### src/rtl/swms_pkg.sv
`timescale 1ns / 1ps
`default_nettype none
// ----------------------------------------------------------------------------
// swms_pkg
// Shared types, constants and control codes of the sliding window message
// statistics block.
// ----------------------------------------------------------------------------
package swms_pkg;

  // default sizes
  localparam int unsigned DEPTH_DEF      = 256;
  localparam int unsigned DIST_LIMIT_DEF = 64;

  // field widths
  localparam int unsigned ID_W    = 16;
  localparam int unsigned LEN_W   = 16;
  localparam int unsigned SEC_W   = 32;
  localparam int unsigned US_W    = 20;
  localparam int unsigned WIN_W   = 22;
  localparam int unsigned COUNT_W = 9;
  localparam int unsigned DIST_W  = 7;
  localparam int unsigned DEV_W   = 24;
  localparam int unsigned STAT_W  = 32;
  localparam int unsigned MSQ_W   = 10;

  // stream widths
  localparam int unsigned IN_TDATA_W  = 88;
  localparam int unsigned OUT_TDATA_W = 216;

  // arithmetic constants
  localparam int unsigned MICROS_MAX = 999999;
  localparam int unsigned US_PER_S   = 1000000;
  localparam int unsigned MS_PER_S   = 1000;
  localparam int unsigned WINDOW_RST = 60000;
  localparam int unsigned RATE_SCALE = 256000;
  // floor(x / 1000) = (x * RECIP_M) >> RECIP_K for x below 2^20
  localparam int unsigned RECIP_K    = 30;
  localparam int unsigned RECIP_M    = 1073742;
  localparam int unsigned RECIP_W    = 21;

  // shared divider
  localparam int unsigned DIV_W = 64;
  localparam int unsigned DVS_W = 32;
  localparam int unsigned DIV_CNT_W = $clog2(DIV_W);

  // command codes on the input stream
  localparam logic CMD_ARRIVE = 1'b0;
  localparam logic CMD_CLEAR  = 1'b1;

  typedef enum logic [4:0] {
    ST_IDLE,
    ST_START,
    ST_EV_RD,
    ST_EV_DL,
    ST_EV_W,
    ST_AC_RD,
    ST_AC_CALC,
    ST_AC_W,
    ST_DI_RDI,
    ST_DI_LATI,
    ST_DI_RDJ,
    ST_DI_CMP,
    ST_MEAN_S,
    ST_MEAN_W,
    ST_SQ_RD,
    ST_SQ_D,
    ST_SQ_M,
    ST_SQ_A,
    ST_DEV_S,
    ST_DEV_W,
    ST_SQRT_S,
    ST_SQRT_W,
    ST_RATE_S,
    ST_RATE_W,
    ST_GAP_S,
    ST_GAP_W,
    ST_DONE
  } ctrl_state_e;

  typedef enum logic [1:0] {
    RD_HEAD,
    RD_I,
    RD_J
  } rd_sel_e;

  typedef enum logic {
    DL_EVICT,
    DL_GAP
  } dl_sel_e;

  typedef enum logic [1:0] {
    DIV_MEAN,
    DIV_DEV,
    DIV_RATE,
    DIV_GAP
  } div_sel_e;

  // controller to datapath
  typedef struct packed {
    logic     load;
    logic     clear;
    logic     append;
    rd_sel_e  rd_sel;
    logic     dl_start;
    dl_sel_e  dl_sel;
    logic     evict;
    logic     save_span;
    logic     i_clr;
    logic     i_inc;
    logic     j_clr;
    logic     j_inc;
    logic     acc_len;
    logic     acc_gap;
    logic     id_lat;
    logic     dist_inc;
    logic     sq_d;
    logic     sq_m;
    logic     sq_a;
    logic     div_start;
    logic     div_store;
    div_sel_e div_sel;
    logic     sqrt_start;
    logic     sqrt_store;
    logic     res_load;
  } dp_cmd_t;

  // datapath to controller
  typedef struct packed {
    logic is_clr;
    logic delta_vld;
    logic evict_req;
    logic i_zero;
    logic i_last;
    logic j_last;
    logic id_match;
    logic dist_full;
    logic div_done;
    logic sqrt_busy;
    logic win_zero;
    logic n_gt1;
    logic out_free;
  } dp_sts_t;

endpackage
`default_nettype wire

### src/rtl/swms_ctrl.sv
`timescale 1ns / 1ps
`default_nettype none
// ----------------------------------------------------------------------------
// swms_ctrl
// Sequencer: append, eviction, statistics passes over the window and the
// final divisions.
// ----------------------------------------------------------------------------
module swms_ctrl (
  input  wire logic              clk_i,
  input  wire logic              rst_ni,
  input  wire logic              in_valid_i,
  output logic                   in_ready_o,
  input  wire swms_pkg::dp_sts_t sts_i,
  output swms_pkg::dp_cmd_t      cmd_o
);
  import swms_pkg::*;

  ctrl_state_e state_q, state_d;

  // state register
  always_ff @(posedge clk_i or negedge rst_ni) begin
    if (!rst_ni) begin
      state_q <= ST_IDLE;
    end else begin
      state_q <= state_d;
    end
  end

  // next state
  always_comb begin
    state_d = state_q;
    case (state_q)
      ST_IDLE:    if (in_valid_i) state_d = ST_START;
      ST_START:   state_d = sts_i.is_clr ? ST_DONE : ST_EV_RD;
      ST_EV_RD:   state_d = ST_EV_DL;
      ST_EV_DL:   state_d = ST_EV_W;
      ST_EV_W: begin
        if (sts_i.delta_vld) state_d = sts_i.evict_req ? ST_EV_RD : ST_AC_RD;
      end
      ST_AC_RD:   state_d = ST_AC_CALC;
      ST_AC_CALC: begin
        if (!sts_i.i_zero) state_d = ST_AC_W;
        else state_d = sts_i.i_last ? ST_DI_RDI : ST_AC_RD;
      end
      ST_AC_W: begin
        if (sts_i.delta_vld) state_d = sts_i.i_last ? ST_DI_RDI : ST_AC_RD;
      end
      ST_DI_RDI:  state_d = sts_i.dist_full ? ST_MEAN_S : ST_DI_LATI;
      ST_DI_LATI: begin
        if (!sts_i.i_zero) state_d = ST_DI_RDJ;
        else state_d = sts_i.i_last ? ST_MEAN_S : ST_DI_RDI;
      end
      ST_DI_RDJ:  state_d = ST_DI_CMP;
      ST_DI_CMP: begin
        if (sts_i.id_match || sts_i.j_last) begin
          state_d = sts_i.i_last ? ST_MEAN_S : ST_DI_RDI;
        end else begin
          state_d = ST_DI_RDJ;
        end
      end
      ST_MEAN_S:  state_d = ST_MEAN_W;
      ST_MEAN_W:  if (sts_i.div_done) state_d = ST_SQ_RD;
      ST_SQ_RD:   state_d = ST_SQ_D;
      ST_SQ_D:    state_d = ST_SQ_M;
      ST_SQ_M:    state_d = ST_SQ_A;
      ST_SQ_A:    state_d = sts_i.i_last ? ST_DEV_S : ST_SQ_RD;
      ST_DEV_S:   state_d = ST_DEV_W;
      ST_DEV_W:   if (sts_i.div_done) state_d = ST_SQRT_S;
      ST_SQRT_S:  state_d = ST_SQRT_W;
      ST_SQRT_W:  if (!sts_i.sqrt_busy) state_d = ST_RATE_S;
      ST_RATE_S:  state_d = sts_i.win_zero ? ST_GAP_S : ST_RATE_W;
      ST_RATE_W:  if (sts_i.div_done) state_d = ST_GAP_S;
      ST_GAP_S:   state_d = sts_i.n_gt1 ? ST_GAP_W : ST_DONE;
      ST_GAP_W:   if (sts_i.div_done) state_d = ST_DONE;
      ST_DONE:    if (sts_i.out_free) state_d = ST_IDLE;
      default:    state_d = ST_IDLE;
    endcase
  end

  // datapath commands
  always_comb begin
    cmd_o      = '0;
    in_ready_o = 1'b0;
    case (state_q)
      ST_IDLE: begin
        in_ready_o = 1'b1;
        cmd_o.load = in_valid_i;
      end
      ST_START: begin
        cmd_o.clear  = sts_i.is_clr;
        cmd_o.append = !sts_i.is_clr;
      end
      ST_EV_RD: cmd_o.rd_sel = RD_HEAD;
      ST_EV_DL: begin
        cmd_o.dl_start = 1'b1;
        cmd_o.dl_sel   = DL_EVICT;
      end
      ST_EV_W: begin
        if (sts_i.delta_vld) begin
          cmd_o.evict     = sts_i.evict_req;
          cmd_o.save_span = !sts_i.evict_req;
          cmd_o.i_clr     = !sts_i.evict_req;
        end
      end
      ST_AC_RD: cmd_o.rd_sel = RD_I;
      ST_AC_CALC: begin
        cmd_o.acc_len = 1'b1;
        if (!sts_i.i_zero) begin
          cmd_o.dl_start = 1'b1;
          cmd_o.dl_sel   = DL_GAP;
        end else begin
          cmd_o.i_clr = sts_i.i_last;
          cmd_o.i_inc = !sts_i.i_last;
        end
      end
      ST_AC_W: begin
        if (sts_i.delta_vld) begin
          cmd_o.acc_gap = 1'b1;
          cmd_o.i_clr   = sts_i.i_last;
          cmd_o.i_inc   = !sts_i.i_last;
        end
      end
      ST_DI_RDI: cmd_o.rd_sel = RD_I;
      ST_DI_LATI: begin
        cmd_o.id_lat = 1'b1;
        cmd_o.j_clr  = 1'b1;
        if (sts_i.i_zero) begin
          cmd_o.dist_inc = 1'b1;
          cmd_o.i_inc    = 1'b1;
        end
      end
      ST_DI_RDJ: cmd_o.rd_sel = RD_J;
      ST_DI_CMP: begin
        if (sts_i.id_match) begin
          cmd_o.i_inc = 1'b1;
        end else if (sts_i.j_last) begin
          cmd_o.dist_inc = 1'b1;
          cmd_o.i_inc    = 1'b1;
        end else begin
          cmd_o.j_inc = 1'b1;
        end
      end
      ST_MEAN_S: begin
        cmd_o.div_start = 1'b1;
        cmd_o.div_sel   = DIV_MEAN;
        cmd_o.i_clr     = 1'b1;
      end
      ST_MEAN_W: begin
        cmd_o.div_sel   = DIV_MEAN;
        cmd_o.div_store = sts_i.div_done;
      end
      ST_SQ_RD: cmd_o.rd_sel = RD_I;
      ST_SQ_D:  cmd_o.sq_d = 1'b1;
      ST_SQ_M:  cmd_o.sq_m = 1'b1;
      ST_SQ_A: begin
        cmd_o.sq_a  = 1'b1;
        cmd_o.i_inc = 1'b1;
      end
      ST_DEV_S: begin
        cmd_o.div_start = 1'b1;
        cmd_o.div_sel   = DIV_DEV;
      end
      ST_DEV_W: begin
        cmd_o.div_sel   = DIV_DEV;
        cmd_o.div_store = sts_i.div_done;
      end
      ST_SQRT_S: cmd_o.sqrt_start = 1'b1;
      ST_SQRT_W: cmd_o.sqrt_store = !sts_i.sqrt_busy;
      ST_RATE_S: begin
        cmd_o.div_start = !sts_i.win_zero;
        cmd_o.div_sel   = DIV_RATE;
      end
      ST_RATE_W: begin
        cmd_o.div_sel   = DIV_RATE;
        cmd_o.div_store = sts_i.div_done;
      end
      ST_GAP_S: begin
        cmd_o.div_start = sts_i.n_gt1;
        cmd_o.div_sel   = DIV_GAP;
      end
      ST_GAP_W: begin
        cmd_o.div_sel   = DIV_GAP;
        cmd_o.div_store = sts_i.div_done;
      end
      ST_DONE: cmd_o.res_load = sts_i.out_free;
      default: ;
    endcase
  end

endmodule
`default_nettype wire

### config.mk
export PLATFORM = sky130hd
export DESIGN_NAME = swms_ctrl
export DESIGN_NICKNAME = d
export VERILOG_FILES = /design/src/rtl/swms_pkg.sv /design/src/rtl/swms_ctrl.sv
export SDC_FILE = /design/constraint.sdc
export NUM_CORES = 1
export LEC_CHECK = 0
export ABC_AREA = 1
export BUFFER_PORTS_ARGS = -buffer_cell sky130_fd_sc_hd__buf_2
export CORE_MARGIN = 2
export CORE_UTILIZATION = 55
export CTS_BUF_LIST = sky130_fd_sc_hd__clkbuf_4 sky130_fd_sc_hd__clkbuf_8
export DETAILED_ROUTE_END_ITERATION = 10
export PLACE_DENSITY = 0.87
export SLEW_MARGIN = 20
export SYNTH_ARGS = -nofsm -noshare
export SYNTH_HDL_FRONTEND = slang
export SYNTH_SLANG_ARGS = --single-unit
### constraint.sdc
create_clock -name clk_i -period 4.7 [get_ports clk_i]
set_clock_uncertainty 0.15 [all_clocks]
set_input_delay 0.47 -clock clk_i [delete_from_list [all_inputs] [get_ports clk_i]]
set_output_delay 0.47 -clock clk_i [all_outputs]
set_load 0.02 [all_outputs]
==> flow_results.xml, run 1 <==
<?xml version="1.0" encoding="UTF-8"?>
<metrics>
  <group name="status">
    <metric name="outcome" unit="">finished, final reports clean</metric>
  </group>
  <group name="critical_path">
    <metric name="cp_data_required_time" unit="ps">4080</metric>
    <metric name="timing.critical_path.to_type" unit="">output port</metric>
    <metric name="setup_crit_path_kind" unit="">reg2out</metric>
    <metric name="worstPathArrival" unit="ps">2060</metric>
    <metric name="r2r-end" unit="">state_q[0]</metric>
    <metric name="worst-r2r-cell-count" unit="">9</metric>
    <metric name="r2r_slack" unit="ps">2560</metric>
    <metric name="crit-reg2reg-launch" unit="">state_q[4]</metric>
    <metric name="maximum_fanout_encountered_on_the_critical_timing_path" unit="">17</metric>
    <metric name="setup.worst_path.start_class" unit="">flop</metric>
  </group>
  <group name="logic_synthesis">
    <metric name="syn_nets" unit="">233</metric>
    <metric name="netlist.area_leader.share" unit="">0.168</metric>
    <metric name="synth.yosys.seq_area_share" unit="">0.0980</metric>
    <metric name="synthesis.area" unit="um2">1280</metric>
    <metric name="synthesized_flop_and_latch_total" unit="">5</metric>
    <metric name="synthDominantAreaCellType" unit="">sky130_fd_sc_hd__nand2_1</metric>
    <metric name="ys_types" unit="">25</metric>
    <metric name="synth.top_cells.by_area" unit="">sky130_fd_sc_hd__nand2_1 17%, sky130_fd_sc_hd__nor2_1 11%, sky130_fd_sc_hd__dfrtp_1 9.8%</metric>
    <metric name="synth-warning-count" unit="">0</metric>
    <metric name="synth_cells" unit="">217</metric>
    <metric name="synth_area_per_cell" unit="um2">5.88</metric>
  </group>
  <group name="finish">
    <metric name="seq_area" unit="um2">125</metric>
    <metric name="finalInstanceArea" unit="um2">1480</metric>
    <metric name="mostFrequentLayoutCells" unit="">57 x sky130_fd_sc_hd__nand2_1, 43 x sky130_fd_sc_hd__buf_2, 39 x sky130_fd_sc_hd__nor2_1</metric>
    <metric name="area_delta_synth_final" unit="%">16.3</metric>
    <metric name="area_occupied_by_multi_input_gates" unit="um2">943</metric>
    <metric name="reg.largest.list" unit="">state_q (5)</metric>
    <metric name="number_of_filler_instances_in_the_final_layout" unit="">239</metric>
    <metric name="most_frequent_standard_cell_in_the_layout_excluding_fill_and_tap_cells" unit="">sky130_fd_sc_hd__nand2_1</metric>
    <metric name="design.final.nets" unit="">274</metric>
    <metric name="top_register" unit="">state_q</metric>
    <metric name="largest_reg_flops" unit="">5</metric>
    <metric name="drive_above_1_share" unit="">0.327</metric>
    <metric name="antenna-diode-count" unit="">0</metric>
  </group>
  <group name="clock_network">
    <metric name="cts_hold_buffers" unit="">1</metric>
    <metric name="root_buffer" unit="">sky130_fd_sc_hd__clkbuf_4</metric>
    <metric name="post-cts-setup-buffers" unit="">0</metric>
    <metric name="post_cts.resized_instances" unit="">0</metric>
    <metric name="clkLatencyLatePin" unit="ps">240</metric>
    <metric name="numCtsBuffers" unit="">3</metric>
    <metric name="htree_num_levels" unit="">1</metric>
    <metric name="clock_sinks" unit="">5</metric>
    <metric name="worst_setup_hold_path_clk_slew" unit="ps">40</metric>
    <metric name="clockBufferDepth" unit="">2</metric>
    <metric name="cts_tree" unit="">yes</metric>
  </group>
  <group name="pwr">
    <metric name="power.static_leakage" unit="nW">0.980</metric>
    <metric name="irDropWorstVdd" unit="mV">0.359</metric>
    <metric name="p_total" unit="W">0.000813</metric>
    <metric name="power-per-cell-area" unit="nW/um2">548</metric>
  </group>
  <group name="timing">
    <metric name="setup_tns" unit="ps">0</metric>
    <metric name="layout_worst_path_cycle_share" unit="">0.570</metric>
    <metric name="unrepaired_setup_endpoints_after_global_routing" unit="">no</metric>
    <metric name="max-slew-margin-rel" unit="">0.540</metric>
    <metric name="finalHoldViolCount" unit="">0</metric>
    <metric name="maxSlewViolCount" unit="">0</metric>
    <metric name="timing.final.crit_period" unit="ps">2680</metric>
    <metric name="finalSetupViolCount" unit="">0</metric>
    <metric name="fmax" unit="MHz">374</metric>
    <metric name="tightest_slew" unit="ps">690</metric>
  </group>
  <group name="floorplanning">
    <metric name="floorplan.die_area" unit="um2">2720</metric>
    <metric name="fp-row-count" unit="">17</metric>
    <metric name="io_pins" unit="">44</metric>
    <metric name="core" unit="um2">2210</metric>
    <metric name="fp.dieH" unit="um">52.2</metric>
    <metric name="fp.dieW" unit="um">52.2</metric>
    <metric name="initial_utilization" unit="">0.577</metric>
  </group>
  <group name="routing">
    <metric name="wl" unit="um">3400</metric>
    <metric name="detailed_router_s_first_iteration_violation_count" unit="">54</metric>
    <metric name="vias" unit="">1495</metric>
    <metric name="detail_route.first_pass.iterations" unit="">4</metric>
    <metric name="wire_per_inst" unit="um">11.9</metric>
    <metric name="vias_per_cell" unit="">5.25</metric>
    <metric name="drcViolationCount" unit="">0</metric>
    <metric name="remaining_number_of_nets_flagged_by_the_antenna_check_after_routing" unit="">0</metric>
  </group>
  <group name="global_route">
    <metric name="grt_first_pass_wirelength" unit="um">5470</metric>
    <metric name="grt_max_degree" unit="">18</metric>
    <metric name="total_routing_resource_utilization_after_global_routing" unit="">0.267</metric>
    <metric name="globalRouteOverflowTotal" unit="">0</metric>
    <metric name="first_global_vias" unit="">1284</metric>
    <metric name="antenna_found_initial" unit="">0</metric>
  </group>
  <group name="placement">
    <metric name="hpwl" unit="um">2820</metric>
    <metric name="placed_cell_area" unit="um2">1440</metric>
    <metric name="port_buffers" unit="">43</metric>
    <metric name="routabilityCongestion" unit="">1.00</metric>
  </group>
  <group name="job">
    <metric name="cap_violations" unit="">0</metric>
  </group>
  <group name="worst_hold_path">
    <metric name="min_path_type" unit="">in2async</metric>
  </group>
</metrics>
[logic make-up (layout without fill, tap and decap cells)]
logic type / Yosys count / after routing / share of synthesized area
AO/OA/AOI/OAI: 9 / 9 / 0.0431
buffers and inverters: 40 / 80 / 0.163
flip-flops: 5 / 5 / 0.0980
AND/OR/NAND/NOR: 163 / 163 / 0.696
[area by class of cell]
type | count | area share
Multi-Input combinational cell | 172 | 0.636
Timing Repair Buffer | 44 | 0.152
Sequential cell | 5 | 0.0843
Inverter | 32 | 0.0843
Tap cell | 28 | 0.0236
Clock buffer | 4 | 0.0202
[power breakdown]
part	switching [W]	internal, W
combinational	0.000421	0.000191
clock	0.0000170	0.0000378
sequential	0.0000821	0.0000640
total	0.000520	0.000293
[per-layer routing]
layer,wire length [um],GRT usage,vias up
li1,-,-,764
met1,1490,0.353,651
met2,1500,0.430,73
met3,345,0.0857,7
met4,60,0.0470,0
met5,0,0,-
[cell usage after synthesis (all sizes together)]
cell type and count:
a21oi 1, buf 8, dfrtp 5, inv 32, nand2 69, nand3 27, nand4 9, nor2 52
nor3 5, nor3b 1, o211ai 2, o21ai 5, o22ai 1
[worst max-delay path, stage by stage (launching register included)]
cell and delay [ps]:
sky130_fd_sc_hd__dfrtp_1 780, sky130_fd_sc_hd__inv_2 290, sky130_fd_sc_hd__nand2_2 190, sky130_fd_sc_hd__nor2_1 60, sky130_fd_sc_hd__nand2_1 120, sky130_fd_sc_hd__nor2_1 60, sky130_fd_sc_hd__a21oi_1 110, sky130_fd_sc_hd__nand2_1 50
sky130_fd_sc_hd__buf_2 150
[how the worst max path moves through the flow]
stage / from / end / slack, ps / cells after the start
global route: state_q[4] / cmd_o[17] / 1860 / 8
floorplan: state_q[0] / cmd_o[17] / 2550 / 8
CTS: state_q[4] / cmd_o[17] / 2070 / 8
detailed placement: state_q[4] / cmd_o[17] / 2320 / 8
finish: state_q[4] / cmd_o[17] / 2020 / 8
global placement: state_q[4] / cmd_o[17] / 2350 / 8
[metrics by stage]
step	cells	util	hold WS, ps	worst slack [ps]
after floorplan	217	-	24.4	2550
after global placement	280	0.653	138	2350
after detailed placement	280	0.653	137	2320
after CTS	285	0.671	416	2070
after global routing	285	0.671	441	1860
final	285	0.671	432	2020
(Power assumes the default switching activity.)
==> inputs of run 2 (changes only) <==
- CORE_UTILIZATION: 55 -> 52
- PLACE_DENSITY: 0.87 -> 0.82
- clock period: 4.7 -> 2.7 ns (I/O delays scaled with it)
==> flow_results.xml, run 2 (synthesis results as in run 1) <==
<?xml version="1.0" encoding="UTF-8"?>
<metrics>
  <group name="floorplanning">
    <metric name="fp.dieW" unit="um">53.5</metric>
    <metric name="fp-row-count" unit="">17</metric>
    <metric name="core" unit="um2">2280</metric>
    <metric name="initial_utilization" unit="">0.561</metric>
    <metric name="floorplan.die_area" unit="um2">2870</metric>
    <metric name="io_pins" unit="">44</metric>
    <metric name="fp.dieH" unit="um">53.5</metric>
  </group>
  <group name="timing">
    <metric name="setup_tns" unit="ps">0</metric>
    <metric name="layout_worst_path_cycle_share" unit="">0.897</metric>
    <metric name="max-slew-margin-rel" unit="">0.595</metric>
    <metric name="finalSetupViolCount" unit="">0</metric>
    <metric name="maxSlewViolCount" unit="">0</metric>
    <metric name="timing.final.crit_period" unit="ps">2420</metric>
    <metric name="tightest_slew" unit="ps">608</metric>
    <metric name="unrepaired_setup_endpoints_after_global_routing" unit="">no</metric>
    <metric name="finalHoldViolCount" unit="">0</metric>
    <metric name="fmax" unit="MHz">413</metric>
  </group>
  <group name="finish">
    <metric name="seq_area" unit="um2">125</metric>
    <metric name="antenna-diode-count" unit="">0</metric>
    <metric name="drive_above_1_share" unit="">0.332</metric>
    <metric name="top_register" unit="">state_q</metric>
    <metric name="reg.largest.list" unit="">state_q (5)</metric>
    <metric name="number_of_filler_instances_in_the_final_layout" unit="">220</metric>
    <metric name="mostFrequentLayoutCells" unit="">57 x sky130_fd_sc_hd__nand2_1, 43 x sky130_fd_sc_hd__buf_2, 39 x sky130_fd_sc_hd__nor2_1</metric>
    <metric name="most_frequent_standard_cell_in_the_layout_excluding_fill_and_tap_cells" unit="">sky130_fd_sc_hd__nand2_1</metric>
    <metric name="largest_reg_flops" unit="">5</metric>
    <metric name="area_occupied_by_multi_input_gates" unit="um2">943</metric>
    <metric name="instances_no_fill" unit="">287</metric>
    <metric name="area_delta_synth_final" unit="%">17.5</metric>
    <metric name="design.final.nets" unit="">276</metric>
  </group>
  <group name="job">
    <metric name="cap_violations" unit="">0</metric>
  </group>
  <group name="global_route">
    <metric name="top_usage_layer" unit="">met2</metric>
    <metric name="grt.met1_usage" unit="">0.371</metric>
    <metric name="first_global_vias" unit="">1257</metric>
    <metric name="antenna_found_initial" unit="">0</metric>
    <metric name="total_routing_resource_utilization_after_global_routing" unit="">0.271</metric>
    <metric name="global_route_met2_utilization" unit="">0.424</metric>
    <metric name="grt.met3_usage" unit="">0.0667</metric>
    <metric name="globalRouteOverflowTotal" unit="">0</metric>
    <metric name="grt_max_degree" unit="">12</metric>
    <metric name="grt_first_pass_wirelength" unit="um">5650</metric>
  </group>
  <group name="routing">
    <metric name="remaining_number_of_nets_flagged_by_the_antenna_check_after_routing" unit="">0</metric>
    <metric name="vias_per_cell" unit="">5.33</metric>
    <metric name="detailed_router_s_first_iteration_violation_count" unit="">51</metric>
    <metric name="vias" unit="">1531</metric>
    <metric name="wire_per_inst" unit="um">12.5</metric>
    <metric name="wl" unit="um">3580</metric>
    <metric name="detail_route.first_pass.iterations" unit="">4</metric>
    <metric name="drcViolationCount" unit="">0</metric>
  </group>
  <group name="pwr">
    <metric name="power-per-cell-area" unit="nW/um2">969</metric>
    <metric name="internal-power" unit="W">0.000523</metric>
    <metric name="power_frac_clock" unit="">0.069</metric>
    <metric name="power_switching" unit="W">0.000929</metric>
    <metric name="power.static_leakage" unit="nW">0.990</metric>
    <metric name="irDropWorstVdd" unit="mV">0.610</metric>
    <metric name="power.share.sequential" unit="">0.157</metric>
    <metric name="power.switching_fraction" unit="">0.640</metric>
    <metric name="share_comb_of_total_power" unit="">0.774</metric>
  </group>
  <group name="clock_network">
    <metric name="clock_sinks" unit="">5</metric>
    <metric name="numCtsBuffers" unit="">3</metric>
    <metric name="root_buffer" unit="">sky130_fd_sc_hd__clkbuf_4</metric>
    <metric name="cts_tree" unit="">yes</metric>
    <metric name="cts_hold_buffers" unit="">1</metric>
    <metric name="clkLatencyLatePin" unit="ps">250</metric>
    <metric name="post-cts-setup-buffers" unit="">0</metric>
    <metric name="worst_setup_hold_path_clk_slew" unit="ps">50</metric>
    <metric name="post_cts.resized_instances" unit="">0</metric>
    <metric name="clockBufferDepth" unit="">2</metric>
    <metric name="htree_num_levels" unit="">1</metric>
  </group>
  <group name="worst_hold_path">
    <metric name="min_path_type" unit="">in2async</metric>
  </group>
  <group name="placement">
    <metric name="dp_cells" unit="">282</metric>
    <metric name="hpwl" unit="um">2910</metric>
    <metric name="port_buffers" unit="">43</metric>
    <metric name="routabilityCongestion" unit="">0.965</metric>
  </group>
  <group name="critical_path">
    <metric name="cp_data_required_time" unit="ps">2280</metric>
    <metric name="worstPathArrival" unit="ps">2000</metric>
    <metric name="timing.critical_path.to_type" unit="">output port</metric>
    <metric name="setup_crit_path_kind" unit="">reg2out</metric>
    <metric name="maximum_fanout_encountered_on_the_critical_timing_path" unit="">8</metric>
    <metric name="setup.worst_path.start_class" unit="">flop</metric>
  </group>
  <group name="status">
    <metric name="outcome" unit="">finished, final reports clean</metric>
  </group>
</metrics>
## run 2: layer usage
metal | part of all wire | vias up | wire, um
li1 | - | 769 | -
met4 | 0.015 | 0 | 54
met2 | 0.45 | 80 | 1610
met1 | 0.44 | 676 | 1560
met3 | 0.099 | 6 | 353
met5 | 0 | - | 0
## run 2: final timing paths
check                      startpoint  slack, ps          to  depth (start not counted)
setup / recovery           state_q[0]        280   cmd_o[16]                          7
hold / removal                 rst_ni        200  state_q[2]                          2
setup reg to reg           state_q[0]        750  state_q[3]                          9
hold reg to reg            state_q[3]        510  state_q[3]                          2
max in group asynchronous      rst_ni       2060  state_q[4]                          2
min in group clk_i           sts_i[4]        300  state_q[2]                          5
## run 2: layout make-up
class,instances,area share
tap,28,0.0234
timing repair buffer,46,0.160
multi-input combinational,172,0.629
inverter,32,0.0835
sequential,5,0.0835
clock buffer,4,0.0200
## run 2: power by group through the flow
stage	Sequential (W)	Clock, W	Combinational [W]
floorplan	0.000135	0	0.00100
global placement	0.000226	0	0.00110
detailed placement	0.000229	0	0.00110
CTS	0.000227	0.000104	0.00111
global route	0.000236	0.000107	0.00123
finish	0.000228	0.000101	0.00112
## run 2: metrics by stage
| step | util | area (um2) | power [W] | worst slack [ps] | hold WS [ps] |
|---|---|---|---|---|---|
| floorplan | - | 1280 | 0.00114 | 748 | -176 |
| global placement | 0.641 | 1460 | 0.00133 | 607 | -62.8 |
| detailed placement | 0.641 | 1460 | 0.00133 | 570 | -64.6 |
| CTS | 0.659 | 1500 | 0.00144 | 295 | 196 |
| global route | 0.659 | 1500 | 0.00158 | 137 | 227 |
| finish | 0.659 | 1500 | 0.00145 | 277 | 202 |
## run 2: worst max-delay path: stages, from the launching register on
cell and delay, ps:
sky130_fd_sc_hd__dfrtp_1 720, sky130_fd_sc_hd__nand2_4 110, sky130_fd_sc_hd__nor2_2 240, sky130_fd_sc_hd__nand2_1 150
sky130_fd_sc_hd__o22ai_1 220, sky130_fd_sc_hd__nand2_1 80, sky130_fd_sc_hd__nand4_1 70, sky130_fd_sc_hd__buf_2 160
